==> src/hw/rtl/rrtx_pkg.sv <==
`timescale 1ns / 1ps
// Shared types, constants and helper functions for the RRT extend step block.
// No dependencies; imported by rrt_extend_step, rrtx_dp and rrtx_ctrl.
package rrtx_pkg;

	localparam int COORD_W        = 16;
	localparam int STEP_W         = 15;
	localparam int ITER_W         = 12;
	localparam int IDX_W          = 11;
	localparam int ST_W           = 3;
	localparam int CFG_IDX_W      = 3;
	localparam int CFG_W          = 16;
	localparam int D2_W           = 34;
	localparam int SQ_IN_W        = D2_W + 16;
	localparam int LEN_W          = SQ_IN_W / 2;
	localparam int NUM_W          = 40;

	localparam int MAX_NODES_DEF      = 2048;
	localparam int OBSTACLE_COUNT_DEF = 4;
	localparam int GOAL_BIAS_DEF      = 10;

	localparam logic [STEP_W-1:0] STEP_RST   = 15'd205;
	localparam logic [STEP_W-1:0] RADIUS_RST = 15'd410;
	localparam logic [STEP_W-1:0] HEIGHT_RST = 15'd4096;
	localparam logic [ITER_W-1:0] LIMIT_RST  = 12'd1000;

	// cylinder axis offset, 0.8 in Q4.12
	localparam logic [COORD_W-1:0] OBS_POS = 16'd3277;
	localparam logic [COORD_W-1:0] OBS_NEG = 16'hF333;

	typedef logic [2:0][COORD_W-1:0] pt_t;

	typedef enum logic [ST_W-1:0] {
		ST_STARTED = 3'd0,
		ST_ADDED   = 3'd1,
		ST_GOAL    = 3'd2,
		ST_COLL    = 3'd3,
		ST_ZERO    = 3'd4,
		ST_LIMIT   = 3'd5,
		ST_DONE    = 3'd6
	} status_t;

	typedef enum logic [CFG_IDX_W-1:0] {
		CFG_GOAL_X = 3'd0,
		CFG_GOAL_Y = 3'd1,
		CFG_GOAL_Z = 3'd2,
		CFG_STEP   = 3'd3,
		CFG_RADIUS = 3'd4,
		CFG_HEIGHT = 3'd5,
		CFG_LIMIT  = 3'd6
	} cfg_reg_t;

	typedef enum logic [3:0] {
		OP_NONE,
		OP_LOAD,
		OP_START,
		OP_SET_DONE,
		OP_BEGIN,
		OP_SEARCH,
		OP_SQRT,
		OP_PREP,
		OP_DIV,
		OP_AXIS,
		OP_COLL_CLR,
		OP_COLL,
		OP_STORE,
		OP_APPEND,
		OP_RESP
	} op_t;

	typedef struct packed {
		op_t        op;
		logic [1:0] axis;
		status_t    status;
	} cmd_t;

	typedef struct packed {
		logic action;
		logic finished;
		logic full;
		logic limit;
		logic srch_done;
		logic zero_len;
		logic sqrt_done;
		logic div_done;
		logic coll_done;
		logic collided;
		logic near_goal;
	} stat_t;

	function automatic logic signed [COORD_W:0] sdiff(logic [COORD_W-1:0] a,
			logic [COORD_W-1:0] b);
		return $signed({a[COORD_W-1], a}) - $signed({b[COORD_W-1], b});
	endfunction

	function automatic logic [D2_W-1:0] sq17(logic signed [COORD_W:0] d);
		logic signed [D2_W-1:0] w;
		w = D2_W'(d);
		return D2_W'(w * w);
	endfunction

	function automatic logic [COORD_W-1:0] obs_x(logic [1:0] i);
		case (i)
			2'd0:    return OBS_NEG;
			2'd2:    return OBS_POS;
			default: return '0;
		endcase
	endfunction

	function automatic logic [COORD_W-1:0] obs_y(logic [1:0] i);
		case (i)
			2'd1:    return OBS_NEG;
			2'd3:    return OBS_POS;
			default: return '0;
		endcase
	endfunction

endpackage

==> src/hw/rtl/rrtx_ctrl.sv <==
`timescale 1ns / 1ps
// Sequencer of the RRT extend step: handshakes and the per-item command schedule.
// Uses rrtx_pkg; drives rrtx_dp through cmd_t and reads its stat_t.
module rrtx_ctrl (
	input  logic            clk,
	input  logic            arst_n,
	input  logic            in_valid,
	output logic            in_stall,
	output logic            out_valid,
	input  logic            out_stall,
	input  rrtx_pkg::stat_t stat,
	output rrtx_pkg::cmd_t  cmd
);
	import rrtx_pkg::*;

	typedef enum logic [3:0] {
		S_IDLE,
		S_DECIDE,
		S_SEARCH,
		S_CHECK,
		S_SQRT,
		S_PREP,
		S_DIVGO,
		S_DIVW,
		S_CINIT,
		S_COLL,
		S_STORE,
		S_APPEND,
		S_RESP
	} state_t;

	state_t     state_q;
	logic [1:0] axis_q;
	status_t    st_q;
	logic       out_valid_q;
	logic       slot_free;

	assign slot_free = !out_valid_q || !out_stall;
	assign in_stall  = state_q != S_IDLE;
	assign out_valid = out_valid_q;

	always_comb begin
		cmd.op     = OP_NONE;
		cmd.axis   = axis_q;
		cmd.status = st_q;
		case (state_q)
			S_IDLE:   if (in_valid) cmd.op = OP_LOAD;
			S_DECIDE: begin
				if (!stat.action)
					cmd.op = OP_START;
				else if (stat.finished)
					cmd.op = OP_NONE;
				else if (stat.full || stat.limit)
					cmd.op = OP_SET_DONE;
				else
					cmd.op = OP_BEGIN;
			end
			S_SEARCH: if (!stat.srch_done) cmd.op = OP_SEARCH;
			S_CHECK:  if (!stat.zero_len) cmd.op = OP_SQRT;
			S_PREP:   cmd.op = OP_PREP;
			S_DIVGO:  cmd.op = OP_DIV;
			S_DIVW:   if (stat.div_done) cmd.op = OP_AXIS;
			S_CINIT:  cmd.op = OP_COLL_CLR;
			S_COLL:   if (!stat.coll_done) cmd.op = OP_COLL;
			S_STORE:  if (!stat.collided) cmd.op = OP_STORE;
			S_APPEND: cmd.op = OP_APPEND;
			S_RESP:   if (slot_free) cmd.op = OP_RESP;
			default:  cmd.op = OP_NONE;
		endcase
	end

	always_ff @(posedge clk or negedge arst_n) begin
		if (!arst_n) begin
			state_q     <= S_IDLE;
			axis_q      <= '0;
			st_q        <= ST_STARTED;
			out_valid_q <= 1'b0;
		end else begin
			// raise on a new result, drop once the held beat is taken
			if (state_q == S_RESP && slot_free)
				out_valid_q <= 1'b1;
			else if (!out_stall)
				out_valid_q <= 1'b0;
			case (state_q)
				S_IDLE: if (in_valid) state_q <= S_DECIDE;
				S_DECIDE: begin
					if (!stat.action) begin
						st_q    <= ST_STARTED;
						state_q <= S_RESP;
					end else if (stat.finished || stat.full) begin
						st_q    <= ST_DONE;
						state_q <= S_RESP;
					end else if (stat.limit) begin
						st_q    <= ST_LIMIT;
						state_q <= S_RESP;
					end else begin
						state_q <= S_SEARCH;
					end
				end
				S_SEARCH: if (stat.srch_done) state_q <= S_CHECK;
				S_CHECK: begin
					if (stat.zero_len) begin
						st_q    <= ST_ZERO;
						state_q <= S_RESP;
					end else begin
						state_q <= S_SQRT;
					end
				end
				S_SQRT: begin
					if (stat.sqrt_done) begin
						axis_q  <= '0;
						state_q <= S_PREP;
					end
				end
				S_PREP:  state_q <= S_DIVGO;
				S_DIVGO: state_q <= S_DIVW;
				S_DIVW: begin
					if (stat.div_done) begin
						if (axis_q == 2'd2) begin
							state_q <= S_CINIT;
						end else begin
							axis_q  <= axis_q + 1'b1;
							state_q <= S_PREP;
						end
					end
				end
				S_CINIT: state_q <= S_COLL;
				S_COLL:  if (stat.coll_done) state_q <= S_STORE;
				S_STORE: begin
					if (stat.collided) begin
						st_q    <= ST_COLL;
						state_q <= S_RESP;
					end else if (stat.near_goal) begin
						state_q <= S_APPEND;
					end else begin
						st_q    <= ST_ADDED;
						state_q <= S_RESP;
					end
				end
				S_APPEND: begin
					st_q    <= ST_GOAL;
					state_q <= S_RESP;
				end
				S_RESP: begin
					if (slot_free)
						state_q <= S_IDLE;
				end
				default: state_q <= S_IDLE;
			endcase
		end
	end

endmodule
==> config.mk <==
export PLATFORM = sky130hd
export DESIGN_NAME = rrtx_ctrl
export DESIGN_NICKNAME = d
export VERILOG_FILES = /design/src/hw/rtl/rrtx_pkg.sv /design/src/hw/rtl/rrtx_ctrl.sv
export SDC_FILE = /design/constraint.sdc
export NUM_CORES = 1
export LEC_CHECK = 0
export ABC_AREA = 1
export BUFFER_PORTS_ARGS = -buffer_cell sky130_fd_sc_hd__clkbuf_2
export CELL_PAD_IN_SITES_DETAIL_PLACEMENT = 0
export CELL_PAD_IN_SITES_GLOBAL_PLACEMENT = 1
export CORE_ASPECT_RATIO = 0.8
export CORE_MARGIN = 5
export CORE_UTILIZATION = 30
export CTS_BUF_LIST = sky130_fd_sc_hd__clkbuf_4 sky130_fd_sc_hd__clkbuf_8 sky130_fd_sc_hd__clkbuf_16
export CTS_CLUSTER_DIAMETER = 30
export CTS_CLUSTER_SIZE = 8
export DETAILED_ROUTE_END_ITERATION = 7
export PLACE_DENSITY_LB_ADDON = 0.1
export SLEW_MARGIN = 20
export SYNTH_ARGS = -nofsm -noshare
export SYNTH_HDL_FRONTEND = slang
export SYNTH_SLANG_ARGS = --single-unit
==> constraint.sdc <==
create_clock -name clk -period 1.23 [get_ports clk]
set_input_delay 0.123 -clock clk [delete_from_list [all_inputs] [get_ports clk]]
set_output_delay 0.123 -clock clk [all_outputs]
set_load 0.05 [all_outputs]
==> results.json, run 1 <==
{
  "hold_path.class": "input pin to flop",
  "grt_antenna_before_repair": 0,
  "dieArea_sq_um": 4190,
  "violations": "setup timing",
  "r2r_slack_ns": -0.32,
  "startpoint_type": "flop",
  "die_x_um": 71.1,
  "wl_per_cell_um": 12.6,
  "status": "complete, but fails checks",
  "synth_edf_count": 0,
  "cts_root_buffer": "clkbuf_8",
  "syn2layout_area_growth_pct": 77.7,
  "start_util": 0.320,
  "crit_required_ns": 1.11,
  "cts_made_buffers": 3,
  "die_h_um": 58.9,
  "wl_um": 3210,
  "worst-path-buf-inv": 2,
  "synth_top_cell_by_area": "dfrtp_1",
  "slew_viol_final": 0,
  "synthCells": 154,
  "relSlewSlack": 0.813,
  "max_slew.worst_pin.slew_ns": 0.281,
  "cts_tree": "done",
  "vias": 1244,
  "drive_above_1_share": 0.523,
  "ys_seq_elements": 10,
  "hpwlAfterDp_um": 2360,
  "crit_family": "flip-flops",
  "cts_sinks": 10,
  "synth_top_area_frac": 0.279,
  "final_antenna_net_count": 0,
  "min_period_ns": 1.71,
  "num_rows": 17,
  "dp_cells": 235,
  "synth_common_cells": "51 x nand2_1, 20 x nor2_1, 18 x inv_1",
  "fin_skew_ns": 0.00624,
  "grt_pass1_vias": 1150,
  "seq_area_frac_synth": 0.279,
  "fmax_mhz": 586,
  "power.density_nw_per_um2": 2850,
  "rsz0062_at_grt": "true",
  "hold_viol": 0,
  "synth_most_common_cell": "nand2_1",
  "synth.area.top_cells": "dfrtp_1 28%, nand2_1 21%, nor2_1 8.4%",
  "synth_warnings": 0,
  "fin_area_sq_um": 1590,
  "fin_ws_ns": -0.476,
  "gr-total-overflow": 0,
  "setup_viol": 14,
  "synth.avg_cell_area_sq_um": 5.83,
  "route.detailed.drc": 0,
  "arrival_ns": 1.58,
  "async_flop_share": 1.00,
  "criticalPathCategory": "flop to output pin",
  "numPortBuffers": 25,
  "ir_worst_vdd_uv": 1960,
  "layout_worst_path_cycle_share": 1.39,
  "ys_types": 19,
  "syn-cell-area_sq_um": 897,
  "cp_slowest_stage_delay_ns": 0.48,
  "cts.clk_slew.worst_paths_ns": 0.05,
  "n_fill_cell": 276,
  "gr-usage-all-layers": 0.152,
  "final_core_util": 0.568,
  "cts_buffer_depth": 2,
  "ys.flop_type": "dfrtp_1",
  "core-area_sq_um": 2810,
  "viasPerCell": 4.90,
  "diodes": 0,
  "leakage_nw": 0.841,
  "clk_latency_ns": 0.24,
  "maxCapViolCount": 0,
  "cpMaxStageDelayCell": "dfrtp_2",
  "grt_max_degree": 11,
  "first_pass_iters": 4,
  "hold_slack_ns": 0.154,
  "worstPathMaxFanout": 5,
  "fin_cells": 254,
  "crit_path_cell_trace": "inv_2 > nand2_2 > nor2_2 > a21oi_2 > nand4_1 > buf_12",
  "place_area_sq_um": 1300,
  "pin_count": 26,
  "syn_nets": 170,
  "gp_congestion": 0.959,
  "critPathCaptureType": "output pin",
  "finalNetCount": 233,
  "drtIter0Drc": 47,
  "post-place-ws_ns": -0.246,
  "grt_pass1_wl_um": 5040,
  "htree_levels": 1
}
worst min-delay path, cell delays in order:
cell and delay [ns]:
clkbuf_2 0.07, nand2_1 0.08, nand2_1 0.07
routing by layer:
| layer | vias up | track usage | part of all wire | wire length, um |
|---|---|---|---|---|
| li1 | 617 | - | - | - |
| met1 | 586 | 0.201 | 0.44 | 1410 |
| met2 | 41 | 0.258 | 0.50 | 1600 |
| met3 | 0 | 0.0341 | 0.064 | 206 |
| met4 | 0 | 0.0241 | 0 | 0 |
| met5 | - | 0 | 0 | 0 |
cell type report:
type,count,area (sq um),area share
clock buffers,4,55.1,0.0345
inverters,23,88.8,0.0557
multi-input cells,121,692,0.434
flip-flops and latches,10,259,0.162
well taps,38,47.5,0.0298
repair buffers,58,452,0.283
sequential cells by signal (all words and copies together), names as in the netlist:
signal / count
axis_q: 2
state_q: 4
st_q: 3
out_valid: 1
timing repair:
action	CTS	global route
setup buffers	10	4
hold buffers	1	0
resized for setup	30	10
hold endpoints to repair	10	0
setup endpoints to repair	14	14
pin swaps	17	12
power by group:
group	total, mW	internal (mW)	switching [mW]
clock network	0.410	0.281	0.129
logic	3.42	1.38	2.05
registers	0.705	0.492	0.213
total	4.54	2.15	2.39
cells in the final DEF (no fill, tap or decap), types with 2 or more instances in the layout:
master    netlist  routed
nand4_1         6       6
clkbuf_2        0      20
nand3_1        10       8
nor3_1          3       2
o21ai_1         1       5
buf_12          0       4
nand3_2         1       2
a21oi_1         7       4
nand2_1        51      44
nor2_4          0       7
dfrtp_1        10       3
clkbuf_8        0       5
buf_4           0      30
inv_2           5      10
nand3b_1        2       2
nor2_1         20      11
dfrtp_2         0       7
a21oi_2         0       3
buf_6           0       2
nand2_2         5       8
inv_1          18      12
nor2_2          5       7
nand2_4         0       4
o21ai_0         6       2
stage by stage:
step | setup TNS [ns] | total power, mW
after detailed placement | -2.16 | 3.53
after floorplan | -0.752 | 2.42
final | -4.25 | 4.54
after global routing | -5.31 | 4.82
after CTS | -3.17 | 4.32
after global placement | -2.29 | 3.54
final timing paths:
kind	to	start	cells after the start
max	cmd[6]	state_q[1]	6
min	out_valid	out_stall	3
max reg2reg	st_q[0]	state_q[2]	10
min reg2reg	st_q[2]	st_q[2]	2
max in group asynchronous	state_q[3]	arst_n	2
min in group asynchronous	st_q[1]	arst_n	2
kinds of logic (layout without fill, tap and decap cells):
kind of cell / Yosys count / in the layout / synth area share
AND/OR/NAND/NOR: 103 / 103 / 0.509
flip-flops: 10 / 10 / 0.279
adder cells (fa/ha/maj): 1 / 1 / 0.0139
AO/OA/AOI/OAI: 17 / 17 / 0.102
buffers and inverters: 23 / 85 / 0.0962
Note: power is estimated with default switching activity, not from simulation.
==> inputs of run 2 (changes only) <==
--- a/config.mk
+++ b/config.mk
@@ -6,5 +6,5 @@
 export NUM_CORES = 1
 export LEC_CHECK = 0
-export ABC_AREA = 1
+export ABC_AREA = 0
 export BUFFER_PORTS_ARGS = -buffer_cell sky130_fd_sc_hd__clkbuf_2
 export CELL_PAD_IN_SITES_DETAIL_PLACEMENT = 0
@@ -12,5 +12,5 @@
 export CORE_ASPECT_RATIO = 0.8
 export CORE_MARGIN = 5
-export CORE_UTILIZATION = 30
+export CORE_UTILIZATION = 34
 export CTS_BUF_LIST = sky130_fd_sc_hd__clkbuf_4 sky130_fd_sc_hd__clkbuf_8 sky130_fd_sc_hd__clkbuf_16
 export CTS_CLUSTER_DIAMETER = 30
==> constraint.sdc (replaced) <==
create_clock -name clk -period 1.23 [get_ports clk]
set_input_delay 0.123 -clock clk [delete_from_list [all_inputs] [get_ports clk]]
set_output_delay 0.123 -clock clk [all_outputs]
set_load 0.1 [all_outputs]
==> run 2 against run 1 <==
Compared with the run above: sequential cell count unchanged; highest routed layer is now met4; sequential share of layout area down 3.3 points; utilization up 17 points; the run still ends with setup timing left; via count up 4.2%.
==> results.json, run 2 <==
{
  "largest_register_ffs": 4,
  "max_slew.worst_pin.slew_ns": 0.320,
  "finalNetCount": 222,
  "grt_pass1_vias": 1316,
  "wl_per_cell_um": 16.0,
  "fmax_mhz": 503,
  "ys_types": 42,
  "drive_above_1_share": 0.644,
  "syn2layout_area_growth_pct": 109,
  "criticalPathCategory": "flop to output pin",
  "synthCells": 119,
  "pin_count": 26,
  "swShare": 0.505,
  "synth.area.top_cells": "dfrtp_1 26%, o21ai_0 6.7%, mux2_2 4.6%",
  "start_util": 0.352,
  "power.density_nw_per_um2": 3010,
  "grt_pass1_wl_um": 6000,
  "cts_sinks": 10,
  "clk_latency_ns": 0.28,
  "rsz0062_at_grt": "true",
  "final_antenna_net_count": 0,
  "startpoint_type": "flop",
  "diodes": 0,
  "die_x_um": 69.9,
  "post-place-ws_ns": -0.575,
  "fin_skew_ns": 0.00925,
  "grt_max_degree": 11,
  "ys_seq_elements": 10,
  "p_int_mw": 3.03,
  "drtIter0Drc": 51,
  "synth_warnings": 0,
  "hpwlAfterDp_um": 2650,
  "fin_ws_ns": -0.757,
  "cts_buffer_depth": 2,
  "numPortBuffers": 25,
  "wl_um": 3890,
  "vias": 1296,
  "final_core_util": 0.736,
  "ys.flop_type": "dfrtp_1",
  "cp_slowest_stage_delay_ns": 0.43,
  "cts.clk_slew.worst_paths_ns": 0.08,
  "htree_levels": 1,
  "hold_path.class": "input pin to flop",
  "p_clk_frac": 0.046,
  "power.total_mw": 6.12,
  "async_flop_share": 1.00,
  "leakage_nw": 0.933,
  "arrival_ns": 1.86,
  "gp_congestion": 0.800,
  "first_pass_iters": 4,
  "hold_viol": 0,
  "synth_edf_count": 0,
  "dieArea_sq_um": 4040,
  "grt_antenna_before_repair": 0,
  "ir_worst_vdd_uv": 1670,
  "syn_nets": 135,
  "synth_common_cells": "13 x o21ai_0, 10 x dfrtp_1, 8 x a21oi_1, 8 x nand2_1, 7 x inv_1",
  "status": "complete, but fails checks",
  "violations": "setup timing",
  "synth.avg_cell_area_sq_um": 8.19,
  "relSlewSlack": 0.785,
  "die_h_um": 57.9,
  "maxCapViolCount": 0,
  "power_frac_seq": 0.112,
  "final_cell_mix": "51 x buf_4, 14 x clkbuf_2, 12 x buf_6, 12 x buf_12, 8 x nand2_1",
  "layout_worst_path_cycle_share": 1.62,
  "route.detailed.drc": 0,
  "worstPathMaxFanout": 6,
  "setup_viol": 14,
  "num_rows": 17,
  "top_regs": "state_q x4, st_q x3, axis_q x2",
  "pwr-share-comb": 0.842,
  "critPathCaptureType": "output pin",
  "crit_required_ns": 1.11,
  "cts_made_buffers": 3,
  "min_period_ns": 1.99,
  "cts_root_buffer": "clkbuf_4",
  "regMostFlops": "state_q",
  "gr-usage-all-layers": 0.182,
  "worst-path-buf-inv": 2,
  "crit_path_cell_trace": "buf_4 > nand4bb_1 > a21oi_1 > a21o_1 > or3_4 > buf_12",
  "final_common_cell": "buf_4",
  "viasPerCell": 5.33,
  "seq_area_frac_synth": 0.257,
  "cpMaxStageDelayCell": "dfrtp_2",
  "synth_top_area_frac": 0.257,
  "power.switching_mw": 3.09,
  "core-area_sq_um": 2770,
  "synth_top_cell_by_area": "dfrtp_1",
  "syn-cell-area_sq_um": 975,
  "cts_tree": "done",
  "place_area_sq_um": 1720,
  "gr-total-overflow": 0,
  "slew_viol_final": 0,
  "synth_most_common_cell": "o21ai_0",
  "crit_family": "simple AND/OR/NAND/NOR gates",
  "fin_area_sq_um": 2040
}
run 2: cell count changes after synthesis, moves of 6 or more:
cell | previous run | this run
inv_1 | 18 | 7
nor2_1 | 20 | 5
nand2_1 | 51 | 8
o21ai_0 | 6 | 13
nand4_1 | 6 | 0
nand3_1 | 10 | 1
run 2: worst min-delay path, stage by stage:
cell	delay, ns
clkbuf_2	0.11
nand2_1	0.11
nand2_1	0.08
run 2: final timing paths:
path                       slack, ns  startpoint  cells after the start   endpoint
max                            -0.76  state_q[1]                      6     cmd[6]
min                             0.17   out_stall                      3  out_valid
max reg2reg                    -0.69  state_q[1]                      6    st_q[0]
min reg2reg                     0.57     st_q[2]                      2    st_q[2]
max in group asynchronous       0.72      arst_n                      2  axis_q[1]
min in group asynchronous       0.25      arst_n                      2  axis_q[0]
run 2: per-layer routing:
metal | routed length [um] | track usage | vias to the layer above
li1 | - | - | 632
met1 | 1760 | 0.242 | 610
met3 | 182 | 0.0191 | 6
met2 | 1890 | 0.318 | 48
met4 | 59 | 0.0464 | 0
met5 | 0 | 0 | -
run 2: layout make-up:
cell class | count | area [sq um]
clock buffers | 4 | 30.0
repair buffers | 90 | 838
well taps | 38 | 47.5
flip-flops and latches | 10 | 264
inverters | 8 | 37.5
fillers | 200 | 729
multi-input cells | 93 | 818
run 2: what timing repair did:
| action | 4_1_cts | 5_1_grt |
|---|---|---|
| buffers inserted | 13 | 3 |
| endpoints found under the hold margin | 10 | 0 |
| setup endpoints to repair | 14 | 14 |
| resized for setup | 28 | 14 |
| pin swaps | 8 | 5 |
| hold buffers | 1 | 0 |
run 2: kinds of logic (layout without fill, tap and decap cells):
family          after synthesis  in the layout  share of synthesized area
compound gates               44             44                      0.308
fa+ha+maj                     1              1                     0.0128
buf+inv                      16            102                     0.0680
flops                        10             10                      0.257
mux                           8              8                     0.0873
simple gates                 40             40                      0.267
run 2: power by group through the flow:
| stage | clock network [mW] | logic, mW | registers [mW] |
|---|---|---|---|
| after floorplan | 0 | 2.21 | 1.16 |
| after global placement | 0 | 4.40 | 0.663 |
| after detailed placement | 0 | 4.46 | 0.674 |
| after CTS | 0.279 | 4.97 | 0.671 |
| after global routing | 0.301 | 5.39 | 0.708 |
| final | 0.281 | 5.15 | 0.688 |
run 2: metrics by stage:
stage	setup TNS, ns	hold WS [ns]	instances
6_report	-8.96	0.173	243
5_1_grt	-9.73	0.205	243
4_1_cts	-8.10	0.162	240
3_5_place_dp	-6.98	0.0151	222
3_3_place_gp	-6.58	0.0133	222
2_1_floorplan	-6.37	-0.173	119
